<file path="config.mk">
export PLATFORM = sky130hd
export DESIGN_NAME = key_value_line_tokenizer_flat
export DESIGN_NICKNAME = d
export VERILOG_FILES = /design/src/rtl/core/kvlt_pkg.sv /design/src/rtl/core/kvlt_if.sv /design/src/rtl/core/kvlt_class.sv /design/src/rtl/core/kvlt_step.sv /design/src/rtl/core/key_value_line_tokenizer.sv /design/src/flat_wrapper.sv
export SDC_FILE = /design/constraint.sdc
export NUM_CORES = 1
export LEC_CHECK = 0
export BUFFER_PORTS_ARGS = -buffer_cell sky130_fd_sc_hd__buf_2
export CAP_MARGIN = 15
export CORE_AREA = 2 2 107 109
export DETAILED_ROUTE_END_ITERATION = 8
export DIE_AREA = 0 0 109 111
export PLACE_DENSITY = 0.87
export RECOVER_POWER = 100
export SYNTH_ARGS = -nofsm -noshare
export SYNTH_HDL_FRONTEND = slang
export SYNTH_SLANG_ARGS = --single-unit
</file>
<file path="constraint.sdc">
create_clock -name clk_i -period 4.7 [get_ports clk_i]
set_input_delay 0.94 -clock clk_i [delete_from_list [all_inputs] [get_ports clk_i]]
set_output_delay 0.94 -clock clk_i [all_outputs]
set_load 0.01 [all_outputs]
</file>
<file path="src/rtl/core/kvlt_pkg.sv">
// Shared types and constants for the key/value line tokenizer.
// Depends on nothing; every other file of the block imports it.
package kvlt_pkg;

  localparam int unsigned BYTE_W          = 8;
  localparam int unsigned KIND_W          = 3;
  localparam int unsigned CODE_W          = 3;
  localparam int unsigned LINE_W          = 16;
  localparam int unsigned VLEN_W          = 16;
  localparam int unsigned LINE_COUNT_BITS_DEF   = 16;
  localparam int unsigned VALUE_LENGTH_BITS_DEF = 16;

  localparam logic [BYTE_W-1:0] CHAR_HASH  = 8'h23;
  localparam logic [BYTE_W-1:0] CHAR_EQ    = 8'h3D;
  localparam logic [BYTE_W-1:0] CHAR_UNDER = 8'h5F;
  localparam logic [BYTE_W-1:0] CHAR_CR    = 8'h0D;
  localparam logic [BYTE_W-1:0] CHAR_LF    = 8'h0A;
  localparam logic [BYTE_W-1:0] CHAR_NUL   = 8'h00;

  typedef enum logic [2:0] {
    ST_KEY     = 3'd0,
    ST_IN_KEY  = 3'd1,
    ST_COMMENT = 3'd2,
    ST_EQ      = 3'd3,
    ST_VAL     = 3'd4,
    ST_IN_VAL  = 3'd5,
    ST_ERROR   = 3'd6
  } kvlt_state_e;

  typedef enum logic [KIND_W-1:0] {
    EV_NONE      = 3'd0,
    EV_KEY_BYTE  = 3'd1,
    EV_KEY_END   = 3'd2,
    EV_VAL_FIRST = 3'd3,
    EV_VAL_BYTE  = 3'd4,
    EV_VAL_END   = 3'd5,
    EV_ERROR     = 3'd6,
    EV_DONE      = 3'd7
  } kvlt_event_e;

  typedef enum logic [CODE_W-1:0] {
    ERR_NONE        = 3'd0,
    ERR_KEY_DIGIT   = 3'd1,
    ERR_KEY_EQ      = 3'd2,
    ERR_BAD_KEY     = 3'd3,
    ERR_NO_EQ       = 3'd4,
    ERR_BAD_VALUE   = 3'd5
  } kvlt_err_e;

  typedef struct packed {
    logic key_char;
    logic digit;
    logic blank;
    logic hash;
    logic equal;
    logic cr_lf;
    logic lf;
    logic nul;
  } kvlt_class_t;

  typedef struct packed {
    kvlt_event_e        kind;
    logic [BYTE_W-1:0]  echo;
    logic [VLEN_W-1:0]  vlen;
    logic [LINE_W-1:0]  line;
    kvlt_err_e          code;
    logic               ok;
  } kvlt_result_t;

endpackage

</file>
<file path="src/rtl/core/kvlt_if.sv">
// Valid/ready channel interfaces for the tokenizer's byte input and event output.
// Depends on kvlt_pkg for the field widths.
interface kvlt_in_if;
  import kvlt_pkg::*;
  logic              valid;
  logic              ready;
  logic [BYTE_W-1:0] text_byte;
  logic              end_of_text;

  modport source (output valid, output text_byte, output end_of_text, input ready);
  modport sink   (input valid, input text_byte, input end_of_text, output ready);
endinterface

interface kvlt_out_if;
  import kvlt_pkg::*;
  logic              valid;
  logic              ready;
  logic [KIND_W-1:0] event_kind;
  logic [BYTE_W-1:0] echo_byte;
  logic [VLEN_W-1:0] value_length;
  logic [LINE_W-1:0] line_number;
  logic [CODE_W-1:0] error_code;
  logic              parse_ok;

  modport source (output valid, output event_kind, output echo_byte, output value_length,
                  output line_number, output error_code, output parse_ok, input ready);
  modport sink   (input valid, input event_kind, input echo_byte, input value_length,
                  input line_number, input error_code, input parse_ok, output ready);
endinterface

</file>
<file path="src/rtl/core/kvlt_class.sv">
// ASCII character classifier for one text byte.
// Depends on kvlt_pkg for the class struct and character constants.
module kvlt_class (
  input  logic [kvlt_pkg::BYTE_W-1:0] text_byte_i,
  output kvlt_pkg::kvlt_class_t       cls_o
);
  import kvlt_pkg::*;

  logic letter;

  assign letter = ((text_byte_i >= 8'h41) && (text_byte_i <= 8'h5A)) ||
                  ((text_byte_i >= 8'h61) && (text_byte_i <= 8'h7A));

  always_comb begin
    cls_o.key_char = letter || (text_byte_i == CHAR_UNDER);
    cls_o.digit    = (text_byte_i >= 8'h30) && (text_byte_i <= 8'h39);
    cls_o.blank    = (text_byte_i == 8'h20) ||
                     ((text_byte_i >= 8'h09) && (text_byte_i <= 8'h0D));
    cls_o.hash     = (text_byte_i == CHAR_HASH);
    cls_o.equal    = (text_byte_i == CHAR_EQ);
    cls_o.cr_lf    = (text_byte_i == CHAR_CR) || (text_byte_i == CHAR_LF);
    cls_o.lf       = (text_byte_i == CHAR_LF);
    cls_o.nul      = (text_byte_i == CHAR_NUL);
  end

endmodule

</file>
<file path="src/rtl/core/kvlt_step.sv">
// Parser state, line and value counters, and the event for one text byte.
// Depends on kvlt_pkg; fed by kvlt_class.
module kvlt_step #(
  parameter int unsigned LINE_COUNT_BITS   = kvlt_pkg::LINE_COUNT_BITS_DEF,
  parameter int unsigned VALUE_LENGTH_BITS = kvlt_pkg::VALUE_LENGTH_BITS_DEF
) (
  input  logic                        clk_i,
  input  logic                        rst_ni,
  input  logic                        step_en_i,
  input  logic [kvlt_pkg::BYTE_W-1:0] text_byte_i,
  input  logic                        end_of_text_i,
  input  kvlt_pkg::kvlt_class_t       cls_i,
  output kvlt_pkg::kvlt_result_t      result_o
);
  import kvlt_pkg::*;

  localparam logic [LINE_COUNT_BITS-1:0]   LineOne = LINE_COUNT_BITS'(1);
  localparam logic [VALUE_LENGTH_BITS-1:0] VlenOne = VALUE_LENGTH_BITS'(1);

  kvlt_state_e                  state_q, state_d;
  logic [LINE_COUNT_BITS-1:0]   line_q, line_d;
  logic [VALUE_LENGTH_BITS-1:0] vbytes_q, vbytes_d;
  logic [VALUE_LENGTH_BITS-1:0] vtrim_q, vtrim_d;
  kvlt_err_e                    err_q, err_d;
  logic [LINE_COUNT_BITS-1:0]   err_line_q, err_line_d;
  logic                         eot;

  assign eot = end_of_text_i || cls_i.nul;

  always_comb begin
    kvlt_err_e                  new_err;
    logic [LINE_COUNT_BITS-1:0] line_n;
    new_err    = ERR_NONE;
    line_n     = (cls_i.lf && (line_q != '1)) ? line_q + LineOne : line_q;
    state_d    = state_q;
    line_d     = line_n;
    vbytes_d   = vbytes_q;
    vtrim_d    = vtrim_q;
    err_d      = err_q;
    err_line_d = err_line_q;
    if (eot) begin
      state_d    = ST_KEY;
      line_d     = LineOne;
      vbytes_d   = '0;
      vtrim_d    = '0;
      err_d      = ERR_NONE;
      err_line_d = '0;
    end else begin
      unique case (state_q)
        ST_KEY: begin
          priority if (cls_i.key_char) state_d = ST_IN_KEY;
          else if (cls_i.hash)         state_d = ST_COMMENT;
          else if (cls_i.blank)        state_d = ST_KEY;
          else if (cls_i.digit)        new_err = ERR_KEY_DIGIT;
          else if (cls_i.equal)        new_err = ERR_KEY_EQ;
          else                         new_err = ERR_BAD_KEY;
        end
        ST_IN_KEY: begin
          priority if (cls_i.blank) state_d = ST_EQ;
          else if (cls_i.equal)     state_d = ST_VAL;
          else if (cls_i.key_char)  state_d = ST_IN_KEY;
          else                      new_err = ERR_BAD_KEY;
        end
        ST_COMMENT: begin
          if (cls_i.cr_lf) state_d = ST_KEY;
        end
        ST_EQ: begin
          priority if (cls_i.equal) state_d = ST_VAL;
          else if (!cls_i.blank)    new_err = ERR_NO_EQ;
          else                      state_d = ST_EQ;
        end
        ST_VAL: begin
          priority if (cls_i.blank)           state_d = ST_VAL;
          else if (cls_i.hash || cls_i.equal) new_err = ERR_BAD_VALUE;
          else begin
            state_d  = ST_IN_VAL;
            vbytes_d = VlenOne;
            vtrim_d  = VlenOne;
          end
        end
        ST_IN_VAL: begin
          if (cls_i.cr_lf) begin
            state_d  = ST_KEY;
            vbytes_d = '0;
            vtrim_d  = '0;
          end else begin
            vbytes_d = (vbytes_q != '1) ? vbytes_q + VlenOne : vbytes_q;
            if (!cls_i.blank) vtrim_d = vbytes_d;
          end
        end
        default: state_d = state_q;
      endcase
      if (new_err != ERR_NONE) begin
        err_d      = new_err;
        err_line_d = line_n;
        state_d    = ST_ERROR;
      end
    end
  end

  always_comb begin
    result_o.kind = EV_NONE;
    result_o.echo = '0;
    result_o.vlen = '0;
    result_o.ok   = 1'b0;
    if (eot) begin
      result_o.kind = EV_DONE;
      if (state_q == ST_IN_VAL) result_o.vlen = VLEN_W'(vbytes_q);
      result_o.ok   = (err_q == ERR_NONE);
      result_o.line = (err_q != ERR_NONE) ? LINE_W'(err_line_q) : LINE_W'(line_q);
      result_o.code = err_q;
    end else begin
      if (err_d != err_q) begin
        result_o.kind = EV_ERROR;
      end else begin
        unique case (state_q)
          ST_KEY, ST_IN_KEY: begin
            if (cls_i.key_char) begin
              result_o.kind = EV_KEY_BYTE;
              result_o.echo = text_byte_i;
            end else if ((state_q == ST_IN_KEY) && (cls_i.blank || cls_i.equal)) begin
              result_o.kind = EV_KEY_END;
            end
          end
          ST_VAL: begin
            if (state_d == ST_IN_VAL) begin
              result_o.kind = EV_VAL_FIRST;
              result_o.echo = text_byte_i;
            end
          end
          ST_IN_VAL: begin
            if (cls_i.cr_lf) begin
              result_o.kind = EV_VAL_END;
              result_o.vlen = VLEN_W'(vtrim_q);
            end else begin
              result_o.kind = EV_VAL_BYTE;
              result_o.echo = text_byte_i;
            end
          end
          default: result_o.kind = EV_NONE;
        endcase
      end
      result_o.line = (err_d != ERR_NONE) ? LINE_W'(err_line_d) : LINE_W'(line_d);
      result_o.code = err_d;
    end
  end

  always_ff @(posedge clk_i or negedge rst_ni) begin
    if (!rst_ni) begin
      state_q    <= ST_KEY;
      line_q     <= LineOne;
      vbytes_q   <= '0;
      vtrim_q    <= '0;
      err_q      <= ERR_NONE;
      err_line_q <= '0;
    end else if (step_en_i) begin
      state_q    <= state_d;
      line_q     <= line_d;
      vbytes_q   <= vbytes_d;
      vtrim_q    <= vtrim_d;
      err_q      <= err_d;
      err_line_q <= err_line_d;
    end
  end

endmodule

</file>
<file path="src/rtl/core/key_value_line_tokenizer.sv">
// Key/value line tokenizer: turns "key = value" text, one byte per item, into events.
// Depends on kvlt_pkg, kvlt_if, kvlt_class and kvlt_step.
//
// byte_i takes one text byte (or an end-of-text mark; a NUL byte counts as one)
// per item. event_o gives exactly one event per input item: none, key byte, key
// end, value first, value byte, value end with trimmed length, error, or done
// with the final status. Both channels are valid/ready.
// An item is held in an input register, parsed by the state machine and counters
// in kvlt_step, and its event lands in the output register; a stall on event_o
// can hold the item between the two. One item per cycle is sustained while
// event_o does not stall; parser state and counters update once for each item.
// When event_o stalls, the output register holds its event and the input
// register holds the next byte; byte_i.ready drops once both are full.
// The first error sticks with its line until end of text; the done event
// returns the parser to its reset state. Reset puts the parser at "looking for
// key" with line count one, and empties both registers.
module key_value_line_tokenizer #(
  parameter int unsigned LINE_COUNT_BITS   = kvlt_pkg::LINE_COUNT_BITS_DEF,
  parameter int unsigned VALUE_LENGTH_BITS = kvlt_pkg::VALUE_LENGTH_BITS_DEF
) (
  input  logic           clk_i,
  input  logic           rst_ni,
  kvlt_in_if.sink        byte_i,
  kvlt_out_if.source     event_o
);
  import kvlt_pkg::*;

  logic              in_valid_q;
  logic [BYTE_W-1:0] in_byte_q;
  logic              in_eot_q;
  logic              out_valid_q;
  kvlt_result_t      out_q;
  kvlt_result_t      result;
  kvlt_class_t       cls;
  logic              advance;
  logic              step_en;

  assign advance      = !out_valid_q || event_o.ready;
  assign byte_i.ready = !in_valid_q || advance;
  assign step_en      = in_valid_q && advance;

  kvlt_class u_class (
    .text_byte_i (in_byte_q),
    .cls_o       (cls)
  );

  kvlt_step #(
    .LINE_COUNT_BITS   (LINE_COUNT_BITS),
    .VALUE_LENGTH_BITS (VALUE_LENGTH_BITS)
  ) u_step (
    .clk_i         (clk_i),
    .rst_ni        (rst_ni),
    .step_en_i     (step_en),
    .text_byte_i   (in_byte_q),
    .end_of_text_i (in_eot_q),
    .cls_i         (cls),
    .result_o      (result)
  );

  always_ff @(posedge clk_i or negedge rst_ni) begin
    if (!rst_ni) begin
      in_valid_q  <= 1'b0;
      out_valid_q <= 1'b0;
    end else begin
      if (byte_i.ready) in_valid_q <= byte_i.valid;
      if (advance) out_valid_q <= in_valid_q;
    end
  end

  always_ff @(posedge clk_i) begin
    if (byte_i.valid && byte_i.ready) begin
      in_byte_q <= byte_i.text_byte;
      in_eot_q  <= byte_i.end_of_text;
    end
    if (step_en) out_q <= result;
  end

  assign event_o.valid        = out_valid_q;
  assign event_o.event_kind   = out_q.kind;
  assign event_o.echo_byte    = out_q.echo;
  assign event_o.value_length = out_q.vlen;
  assign event_o.line_number  = out_q.line;
  assign event_o.error_code   = out_q.code;
  assign event_o.parse_ok     = out_q.ok;

endmodule
</file>
<file path="src/flat_wrapper.sv">
// flat-port wrapper written by rule: the top's interface ports become plain ports
module key_value_line_tokenizer_flat import kvlt_pkg::*;
#(
  parameter int unsigned LINE_COUNT_BITS   = kvlt_pkg::LINE_COUNT_BITS_DEF,
  parameter int unsigned VALUE_LENGTH_BITS = kvlt_pkg::VALUE_LENGTH_BITS_DEF
)
  (clk_i, rst_ni, byte_i_valid, byte_i_text_byte, byte_i_end_of_text, byte_i_ready, event_o_valid, event_o_event_kind, event_o_echo_byte, event_o_value_length, event_o_line_number, event_o_error_code, event_o_parse_ok, event_o_ready);
  kvlt_in_if byte_i_i ();
  kvlt_out_if event_o_i ();
  input  logic clk_i;
  input  logic rst_ni;
  input wire logic [$bits(byte_i_i.valid)-1:0] byte_i_valid;
  input wire logic [$bits(byte_i_i.text_byte)-1:0] byte_i_text_byte;
  input wire logic [$bits(byte_i_i.end_of_text)-1:0] byte_i_end_of_text;
  output wire logic [$bits(byte_i_i.ready)-1:0] byte_i_ready;
  output wire logic [$bits(event_o_i.valid)-1:0] event_o_valid;
  output wire logic [$bits(event_o_i.event_kind)-1:0] event_o_event_kind;
  output wire logic [$bits(event_o_i.echo_byte)-1:0] event_o_echo_byte;
  output wire logic [$bits(event_o_i.value_length)-1:0] event_o_value_length;
  output wire logic [$bits(event_o_i.line_number)-1:0] event_o_line_number;
  output wire logic [$bits(event_o_i.error_code)-1:0] event_o_error_code;
  output wire logic [$bits(event_o_i.parse_ok)-1:0] event_o_parse_ok;
  input wire logic [$bits(event_o_i.ready)-1:0] event_o_ready;
  assign byte_i_i.valid = byte_i_valid;
  assign byte_i_i.text_byte = byte_i_text_byte;
  assign byte_i_i.end_of_text = byte_i_end_of_text;
  assign byte_i_ready = byte_i_i.ready;
  assign event_o_valid = event_o_i.valid;
  assign event_o_event_kind = event_o_i.event_kind;
  assign event_o_echo_byte = event_o_i.echo_byte;
  assign event_o_value_length = event_o_i.value_length;
  assign event_o_line_number = event_o_i.line_number;
  assign event_o_error_code = event_o_i.error_code;
  assign event_o_parse_ok = event_o_i.parse_ok;
  assign event_o_i.ready = event_o_ready;
  key_value_line_tokenizer #(.LINE_COUNT_BITS(LINE_COUNT_BITS), .VALUE_LENGTH_BITS(VALUE_LENGTH_BITS)) u_core (.clk_i(clk_i), .rst_ni(rst_ni), .byte_i(byte_i_i), .event_o(event_o_i));
endmodule
</file>
# Yosys cells after proc, flatten, opt, wreduce, memory -nomap -nowiden
# Index checks and enable logic that the tools add are counted.
totals:
  romBits: 0
  memories: 0
  in_bits: 13
  output_inout_bits: 49
  latchBits: 0
  mem_bits_rw: 0
  regBits: 128
op_classes:
  bitwise: 0
  n_reduce_logical: 31
  n_shift: 0
  n_mux: 60
  div_mod_pow: 0
  magnitude_cmp: 8
  eq_ne: 18
  mul: 0
  addsub: 2
op_table:
  columns: ["op", "count"]
  rows:
  - ["$mux 16", 18]
  - ["$pmux 16 s2", 2]
  - ["$mux 3", 21]
  - ["$mux 35", 1]
  - ["$add 16x1->16 const B", 2]
  - ["$ne 16x16->1 const B", 2]
  - ["$eq 8x6->1 const B", 3]
  - ["$pmux 8 s3", 1]
  - ["$eq 8x4->1 const B", 2]
  - ["$ge 8x7->1 const B", 2]
  - ["$le 8x7->1 const B", 2]
  - ["$mux 2", 8]
  - ["$mux 8", 2]
  - ["$pmux 3 s5", 1]
  - ["$pmux 3 s4", 1]
  - ["$reduce_bool 3->1", 4]
  - ["$mux 10", 1]
  - ["$eq 3x3->1 const B", 3]
  - ["$logic_or 1x1->1", 9]
  - ["$pmux 3 s3", 1]
  - ["$eq 8x7->1 const B", 1]
  - ["$ge 8x4->1 const B", 1]
  - ["$ge 8x6->1 const B", 1]
  - ["$le 8x4->1 const B", 1]
  - ["other kinds (14)", 29]

# Depth between registers and ports, before layout
# Gate-level depths: netlist of the first run.
logic_depth:
  ltp_word: 16
  ltp_mapped: 11
  ltp_nobuf: 8

# Hierarchy
# A second synthesis of the first run with hierarchy kept.
hier_totals:
  hier_cells: 677
  area_unflattened_um2: 6691.4
by_module_without_submodules:
  columns: ["module", "n_inst", "cells_per_inst", "area_each_um2", "seq_area_each_um2"]
  rows:
  - ["kvlt_step", 1, 586, 4757.1, 1752.9]
  - ["key_value_line_tokenizer", 1, 64, 1785.5, 1731.7]
  - ["kvlt_class", 1, 27, 148.9, 0.0]

# Worst setup path before layout of the first run
# No wires, ideal clock.
synth_path:
  path_type: "input to register"
  from: "input port event_o_ready"
  to: "register u_core.u_step.line_q[12]"
  setup_time_ps: 121
  setup_slack_ps: 1234
  arrival_time_ps: 3345
  required_time_ps: 4579
  cell_stages: 6
  cell_sequence: "nand2b_1 -> nand2_1 -> inv_1 -> clkbuf_1 -> o21ai_0 -> a22o_1"
synth_via:
  elab_chain_len: 2
synth_rtl:
  columns: ["item", "line", "rtl"]
  rows:
  - ["start: declaration", "flat_wrapper.sv:23", "input wire logic [$bits(event_o_i.ready)-1:0] event_o_ready;"]
  - ["$logic_or 1x1->1", "key_value_line_tokenizer.sv:38", "assign advance = !out_valid_q || event_o.ready;"]
  - ["$logic_and 1x1->1", "key_value_line_tokenizer.sv:40", "assign step_en = in_valid_q && advance;"]
  - ["via u_core.step_en", "key_value_line_tokenizer.sv:36", "logic step_en;"]
  - ["end signal: assignment", "kvlt_step.sv:151", "line_q <= LineOne;"]
  - ["end signal: assignment", "kvlt_step.sv:158", "line_q <= line_d;"]
  - ["end: declaration", "kvlt_step.sv:21", "logic [LINE_COUNT_BITS-1:0] line_q, line_d;"]
# The timed path passes the listed nets, and every way through them passes these cells.
# A chain may end at the register's enable or synchronous reset.

==> reports/summary.md, run 1 <==
• **post-cts sizing count** 0
• **cell area after synthesis** 6800 µm²
• **wirelength, routed** 15,800 µm
• **number of global-route vias before repair** 5,279
• **fillers** 791
• **Die X** 109 µm
• **layout-stage area growth over the synthesis result** 12.3%
• **number of storage elements in the synthesis netlist** 128
• **pin count of the biggest net entering global routing** 60
• **Final setup viols** 0
• **highest-count cells in the layout ignoring fill and taps** sky130_fd_sc_hd__dfrtp_1, sky130_fd_sc_hd__nand2_1, sky130_fd_sc_hd__clkbuf_1, sky130_fd_sc_hd__edfxtp_1, sky130_fd_sc_hd__nor2_1
• **number of sinks driven by the clock tree** 128
• **leading post-synthesis cells by cell area** sky130_fd_sc_hd__dfrtp_1, sky130_fd_sc_hd__edfxtp_1, sky130_fd_sc_hd__nand2_1, sky130_fd_sc_hd__mux2_2, sky130_fd_sc_hd__a22o_1
• **Slew headroom** -18.0%
• **top achievable clock speed** 0.260 GHz
• **Warnings, synthesis** 0
• **delay contributed by the slowest stage of the critical path** 0.85 ns
• **Slew @ Worst Pin** 1.77 ns
• **Lkg Pwr** 2.96 nW
• **maximum fanout along the worst path** 23
• **violations in the final reports** capacitance limit, slew limit
• **number of primary I/O pins** 62
• **outcome** finished with violations
• **synthesized-area fraction occupied by ao, oa, aoi and oai cells** 19.3%
• **TritonCTS clock tree** done
• **syn nets** 647
• **Ant. Diodes** 0
• **PnR Total Power** 0.00345 W
• **arrival time worst endpoint** 4.13 ns
• **CP required** 4.98 ns
• **post-detailed-placement half-perimeter wirelength** 9730 µm
• **multi-input combinational cell area** 3050 µm²
• **path type of the worst min-delay path** reg -> reg
• **type of the setup path with the least slack** reg -> reg
• **wire length of the first global-routing pass** 25,800 µm
• **unrepaired setup endpoints after global routing** no
• **Critical Path Source Type** flip-flop
• **dominant cell type by count on the critical path** sky130_fd_sc_hd__clkbuf_1
• **final clock period utilization by the worst path** 81.8%
• **Die Y** 111 µm
• **First DRT Iteration DRCs** 513
• **share of final-layout standard cells stronger than drive strength 1** 11.9%
• **Synth Area in XOR/XNOR** 5.02%
• **sequential cell area fraction in the yosys report** 51.2%
• **CP Cell Sequence** or4_1 -> nor2_1 -> a21oi_2 -> clkbuf_1 -> o221ai_1 -> nor2b_1 -> clkbuf_1 -> a22o_1
• **grt total ovfl** 0
• **share of the core filled with cells** 69.0%
• **clock buffer count from CTS** 17
• **routed wl met2** 7880 µm
• **net switching share of the total power** 29.4%
• **buffers plus inverters on the worst setup path** 2
• **CTS clk-pin slew, worst paths** 0.06 ns
• **Clk Latency, worst-skew pair** 0.42 ns
• **number of antenna violations at the first check in global routing** 0
• **dominant combinational cell family by area after synthesis** compound AO/OA/AOI/OAI gates
• **final worst setup slack** 0.855 ns
• **per-instance average area after synthesis** 10.8 µm²
• **portion of netlist area occupied by mux cells** 4.10%
• **instance count of the mapped netlist** 632
• **total power divided by cell area** 451 nW/µm²
• **wire length per cell after detailed routing** 18.9 µm
• **length of routed wiring on met1** 6280 µm
• **dpl ws** 1.51 ns
• **Max Transition Viols Final** 33
• **Sequential Power Share** 40.4%
• **number of enable flip-flop cells after synthesis** 56
• **crit end category** flip-flop
• **clock tree root driver cell** sky130_fd_sc_hd__clkbuf_16
• **area of the placeable core** 11,100 µm²
• **worst voltage drop across the vdd grid** 0.000237 V
• **Top Family by Delay on Critical Path** buffers and inverters
• **number of antenna-violating nets in the routed design** 0
• **Distinct cells, synth** 77
• **Post-CTS Hold Buffers** 0
• **clock share of power** 40.3%
• **post-CTS setup repair buffer count** 0
• **Internal** 0.00243 W
• **reg-to-reg slack, setup** 0.86 ns
• **number of vias per cell** 6.51
• **share of async-settable or async-resettable flops after synthesis** 56.3%
• **count of input and output buffers** 61
• **ys flop type** sky130_fd_sc_hd__dfrtp_1
• **buffers from clock root to sink, at most** 2
• **number of max-cap violations** 1
• **Post-Synth Simple-Gate Area** 16.9%
• **initial standard-cell utilization of the core** 61.4%
• **detailed-route via count** 5,426
• **DRC viols** 0
• **skew final** 0.00732 ns
• **flip-flop and latch area** 3480 µm²
• **drt first pass iters** 5
• **cell accounting for the most synthesized area** sky130_fd_sc_hd__dfrtp_1
• **adder-cell area share of the yosys netlist** 0.368%
• **share of the synthesized area in the top cell type** 26.1%
• **row count** 39
• **most common cell after layout, fill and taps aside** sky130_fd_sc_hd__dfrtp_1
• **Slowest-stage cell, CP** sky130_fd_sc_hd__clkbuf_1
• **final number of hold-violating endpoints** 0
• **gpl congestion** 0.922
• **highest routed layer** met4
• **relative contribution of combinational cells to total power** 19.2%
• **gr usage total** 27.6%
• **final total negative setup slack** 0 ns
• **met3 routed WL** 1300 µm
• **number of H-tree branching levels** 4
• **Final nets** 693
• **area of the die** 12,100 µm²
• **Final Critical Period** 3.84 ns
• **switching power of the nets** 0.00101 W
[layer usage]
metal / up-vias / global-route usage [%]
met4: 0 / 10.6
li1: 2467 / -
met3: 32 / 6.58
met5: - / 0
met1: 2632 / 35.9
met2: 295 / 44.5
[registers in the layout (all words and copies together), names as in the netlist, 3 cells and up]
signal and count:
u_core.u_step.vbytes_q 16, u_core.u_step.state_q 3, u_core.in_byte_q 8, u_core.u_step.line_q 16, u_core.event_o.value_length 16, u_core.event_o.error_code 3
u_core.event_o.event_kind 3, u_core.u_step.err_line_q 16, u_core.event_o.echo_byte 8, u_core.event_o.line_number 16, u_core.u_step.vtrim_q 16, u_core.u_step.err_q 3
[stage by stage]
step / hold WS, ns / instances / instance area, µm²
5_1_grt: 0.495 / 834 / 7640
3_3_place_gp: 0.462 / 801 / 7150
3_5_place_dp: 0.469 / 801 / 7150
2_1_floorplan: 0.449 / 632 / 6800
4_1_cts: 0.481 / 833 / 7770
6_report: 0.486 / 834 / 7640
[worst min-delay path, cell delays in order, from the launching register on]
cell and delay (ns):
sky130_fd_sc_hd__dfrtp_1 0.35, sky130_fd_sc_hd__nand2_1 0.05, sky130_fd_sc_hd__o21ai_0 0.06
[layout make-up]
type                       count  area share, %
inverter                       2         0.0983
multi-input combinational    458           39.9
timing repair buffer          71           3.90
clock inverter                11           2.10
sequential                   128           45.6
clock buffer                  21           6.03
tap                          143           2.34
[worst paths after layout]
| path | start | to | cells past startpoint |
|---|---|---|---|
| worst max-delay path | u_core.in_byte_q[2]$_DFFE_PP_ | u_core.event_o.value_length[5]$_DFFE_PP_ | 8 |
| worst min-delay path | u_core.u_step.vtrim_q[8]$_DFFE_PN0P_ | u_core.u_step.vtrim_q[8]$_DFFE_PN0P_ | 2 |
| worst max register to register | u_core.in_byte_q[2]$_DFFE_PP_ | u_core.event_o.value_length[5]$_DFFE_PP_ | 8 |
| worst min register to register | u_core.u_step.vtrim_q[8]$_DFFE_PN0P_ | u_core.u_step.vtrim_q[8]$_DFFE_PN0P_ | 2 |
| max in group asynchronous | rst_ni | u_core.in_valid_q$_DFFE_PN0N_ | 2 |
| min in group asynchronous | rst_ni | u_core.u_step.err_line_q[6]$_DFFE_PN0P_ | 1 |
[synthesized netlist by cell type, drive strengths merged (4+ instances only)]
master and instances:
nand2b 5, a21oi 27, o2bb2ai 20, clkbuf 27, and3 9, nand3 21, a22o 21, nand2 68
nor2b 5, o31ai 22, o21ai 38, nor3 17, xor2 20, or3 4, a31oi 14, dfrtp 71
edfxtp 56, and2 14, nand3b 6, mux2 23, xnor2 19, nand4 7, a211oi 8, nor2 37
buf 17
[power by group through the flow]
stage / Sequential, W / Combinational [W] / Clock [W]
after detailed placement: 0.00140 / 0.000693 / 0
final: 0.00139 / 0.000663 / 0.00139
after floorplan: 0.00138 / 0.000537 / 0
after global routing: 0.00141 / 0.000725 / 0.00145
after CTS: 0.00139 / 0.000703 / 0.00140
after global placement: 0.00140 / 0.000675 / 0
[cells by family (layout without fill, tap and decap cells)]
family,count (synthesis),in the layout
and+or+nand+nor,216,216
AOI/OAI and AO/OA,176,176
DFF,128,128
buffers and inverters,46,105
xor gates and xnor gates,39,39
muxes,25,25
adders and majority gates,2,2
(Power assumes the default switching activity.)
==> inputs of run 2 (changes only) <==
CORE_AREA = 2 2 116 118   (was 2 2 107 109)
DIE_AREA = 0 0 118 120   (was 0 0 109 111)
PLACE_DENSITY = 0.79   (was 0.87)
clock period = 3.4 ns   (was 4.7 ns; I/O delays follow)
==> run 2 against run 1 <==
- the run still ends with capacitance limit, slew limit left
- first-iteration DRC count is 2.7% lower
- sequential cell count is the same
- fmax up 21%
- cell count increased by 5.5%
- total power grew 39%
- clock power increased by 35%
- core utilization fell by 9.1 points
- sequential power increased by 37%
- design area increased by 1.7%
- combinational power up 51%
- setup slack got worse by 0.63 ns
- critical path type unchanged
- largest power group unchanged
- highest routed layer unchanged
==> reports/summary.md, run 2 (synthesis gave the netlist of run 1 again) <==
• **outcome** finished with violations
• **violations in the final reports** capacitance limit, slew limit
• **top achievable clock speed** 0.315 GHz
• **number of H-tree branching levels** 4
• **Final setup viols** 0
• **final clock period utilization by the worst path** 93.3%
• **Post-CTS Hold Buffers** 0
• **number of vias per cell** 6.14
• **Ant. Diodes** 0
• **Die Y** 120 µm
• **most common cell after layout, fill and taps aside** sky130_fd_sc_hd__dfrtp_1
• **DRC viols** 0
• **wire length of the first global-routing pass** 26,000 µm
• **highest-count cells in the layout ignoring fill and taps** sky130_fd_sc_hd__dfrtp_1, sky130_fd_sc_hd__nand2_1, sky130_fd_sc_hd__clkbuf_1, sky130_fd_sc_hd__edfxtp_1, sky130_fd_sc_hd__nor2_1
• **final total negative setup slack** 0 ns
• **skew final** 0.00647 ns
• **gpl congestion** 0.893
• **number of antenna-violating nets in the routed design** 0
• **Final Critical Period** 3.17 ns
• **area of the placeable core** 13,000 µm²
• **First DRT Iteration DRCs** 499
• **clock buffer count from CTS** 17
• **number of global-route vias before repair** 5,306
• **CTS clk-pin slew, worst paths** 0.06 ns
• **number of max-cap violations** 1
• **initial standard-cell utilization of the core** 52.4%
• **post-CTS setup repair buffer count** 0
• **path type of the worst min-delay path** in -> reg
• **wirelength, routed** 16,000 µm
• **Slew @ Worst Pin** 2.42 ns
• **share of the core filled with cells** 59.9%
• **final instance count without filler cells** 880
• **share of final-layout standard cells stronger than drive strength 1** 13.4%
• **Final nets** 706
• **crit end category** flip-flop
• **buffers from clock root to sink, at most** 2
• **pin count of the biggest net entering global routing** 42
• **clock tree root driver cell** sky130_fd_sc_hd__clkbuf_16
• **gr usage total** 23.0%
• **row count** 42
• **layout-stage area growth over the synthesis result** 14.3%
• **number of antenna violations at the first check in global routing** 0
• **final-layout worst hold slack** 0.427 ns
• **number of instances in the placed design** 847
• **arrival time worst endpoint** 3.35 ns
• **drt first pass iters** 5
• **count of input and output buffers** 61
• **Die X** 118 µm
• **wire length per cell after detailed routing** 18.2 µm
• **unrepaired setup endpoints after global routing** no
• **Slew headroom** -61.2%
• **TritonCTS clock tree** done
• **Max Transition Viols Final** 42
• **final number of hold-violating endpoints** 0
• **maximum fanout along the worst path** 16
• **area of the die** 14,200 µm²
• **total power divided by cell area** 616 nW/µm²
• **fillers** 1,087
• **Lkg Pwr** 3.01 nW
• **post-detailed-placement half-perimeter wirelength** 10,200 µm
• **post-cts sizing count** 0
• **detailed-route via count** 5,401
• **type of the setup path with the least slack** reg -> reg
• **Critical Path Source Type** flip-flop
• **grt total ovfl** 0
• **number of sinks driven by the clock tree** 128
• **CP required** 3.58 ns
• **worst voltage drop across the vdd grid** 0.000411 V
• **Clk Latency, worst-skew pair** 0.42 ns
• **number of primary I/O pins** 62
run 2: cell count changes in the layout (fill, tap and decap cells not counted), sizes merged:
cell | previous run | this run
clkinv | 6 | 5
clkinvlp | 0 | 2
bufinv | 4 | 3
inv | 3 | 2
clkbuf | 78 | 83
buf | 14 | 23
run 2: per-layer routing:
layer / GRT usage (%) / vias to the layer above / wire, µm
met4: 7.91 / 0 / 231
met5: 0 / - / 0
met1: 29.9 / 2682 / 6940
met3: 5.61 / 22 / 973
li1: - / 2490 / -
met2: 37.7 / 207 / 7840
run 2: critical path, stage by stage (launching register included):
cell	delay, ns
sky130_fd_sc_hd__edfxtp_1	0.59
sky130_fd_sc_hd__or4_1	0.64
sky130_fd_sc_hd__o21ai_4	0.19
sky130_fd_sc_hd__o21bai_2	0.13
sky130_fd_sc_hd__or3_1	0.38
sky130_fd_sc_hd__o221ai_2	0.28
sky130_fd_sc_hd__nor2b_1	0.23
sky130_fd_sc_hd__clkbuf_2	0.24
sky130_fd_sc_hd__a22o_1	0.22
run 2: final timing paths:
path	slack (ns)	startpoint	cells after the start	to
worst max-delay path	0.23	u_core.in_byte_q[2]$_DFFE_PP_	8	u_core.event_o.value_length[6]$_DFFE_PP_
worst min-delay path	0.43	byte_i_text_byte[5]	1	u_core.in_byte_q[5]$_DFFE_PP_
worst min register to register	0.48	u_core.u_step.err_line_q[11]$_DFFE_PN0P_	1	u_core.u_step.err_line_q[11]$_DFFE_PN0P_
worst max register to register	0.23	u_core.in_byte_q[2]$_DFFE_PP_	8	u_core.event_o.value_length[6]$_DFFE_PP_
max in group asynchronous	0.55	rst_ni	2	u_core.u_step.vtrim_q[9]$_DFFE_PN0P_
min in group asynchronous	1.00	rst_ni	1	u_core.u_step.err_line_q[5]$_DFFE_PN0P_
run 2: layout make-up:
| class | count | area (µm²) | share of cell area, % |
|---|---|---|---|
| Sequential cell | 128 | 3480 | 44.8 |
| Multi-Input combinational cell | 458 | 3080 | 39.6 |
| Clock buffer | 22 | 465 | 5.99 |
| Timing Repair Buffer | 84 | 380 | 4.89 |
| Tap cell | 176 | 220 | 2.83 |
| Clock inverter | 10 | 134 | 1.72 |
| Inverter | 2 | 7.51 | 0.0966 |
run 2: where the power goes:
part / internal, W / total [W] / switching (W)
clock: 0.00119 / 0.00188 / 0.000690
sequential: 0.00178 / 0.00191 / 0.000131
combinational: 0.000363 / 0.00100 / 0.000637
run 2: per-stage QoR:
step	area [µm²]	power [W]	setup slack (ns)
floorplan	6800	0.00265	0.194
global placement	7300	0.00293	0.293
detailed placement	7300	0.00296	0.208
CTS	7900	0.00482	0.144
global route	7770	0.00496	0.0461
finish	7770	0.00479	0.227
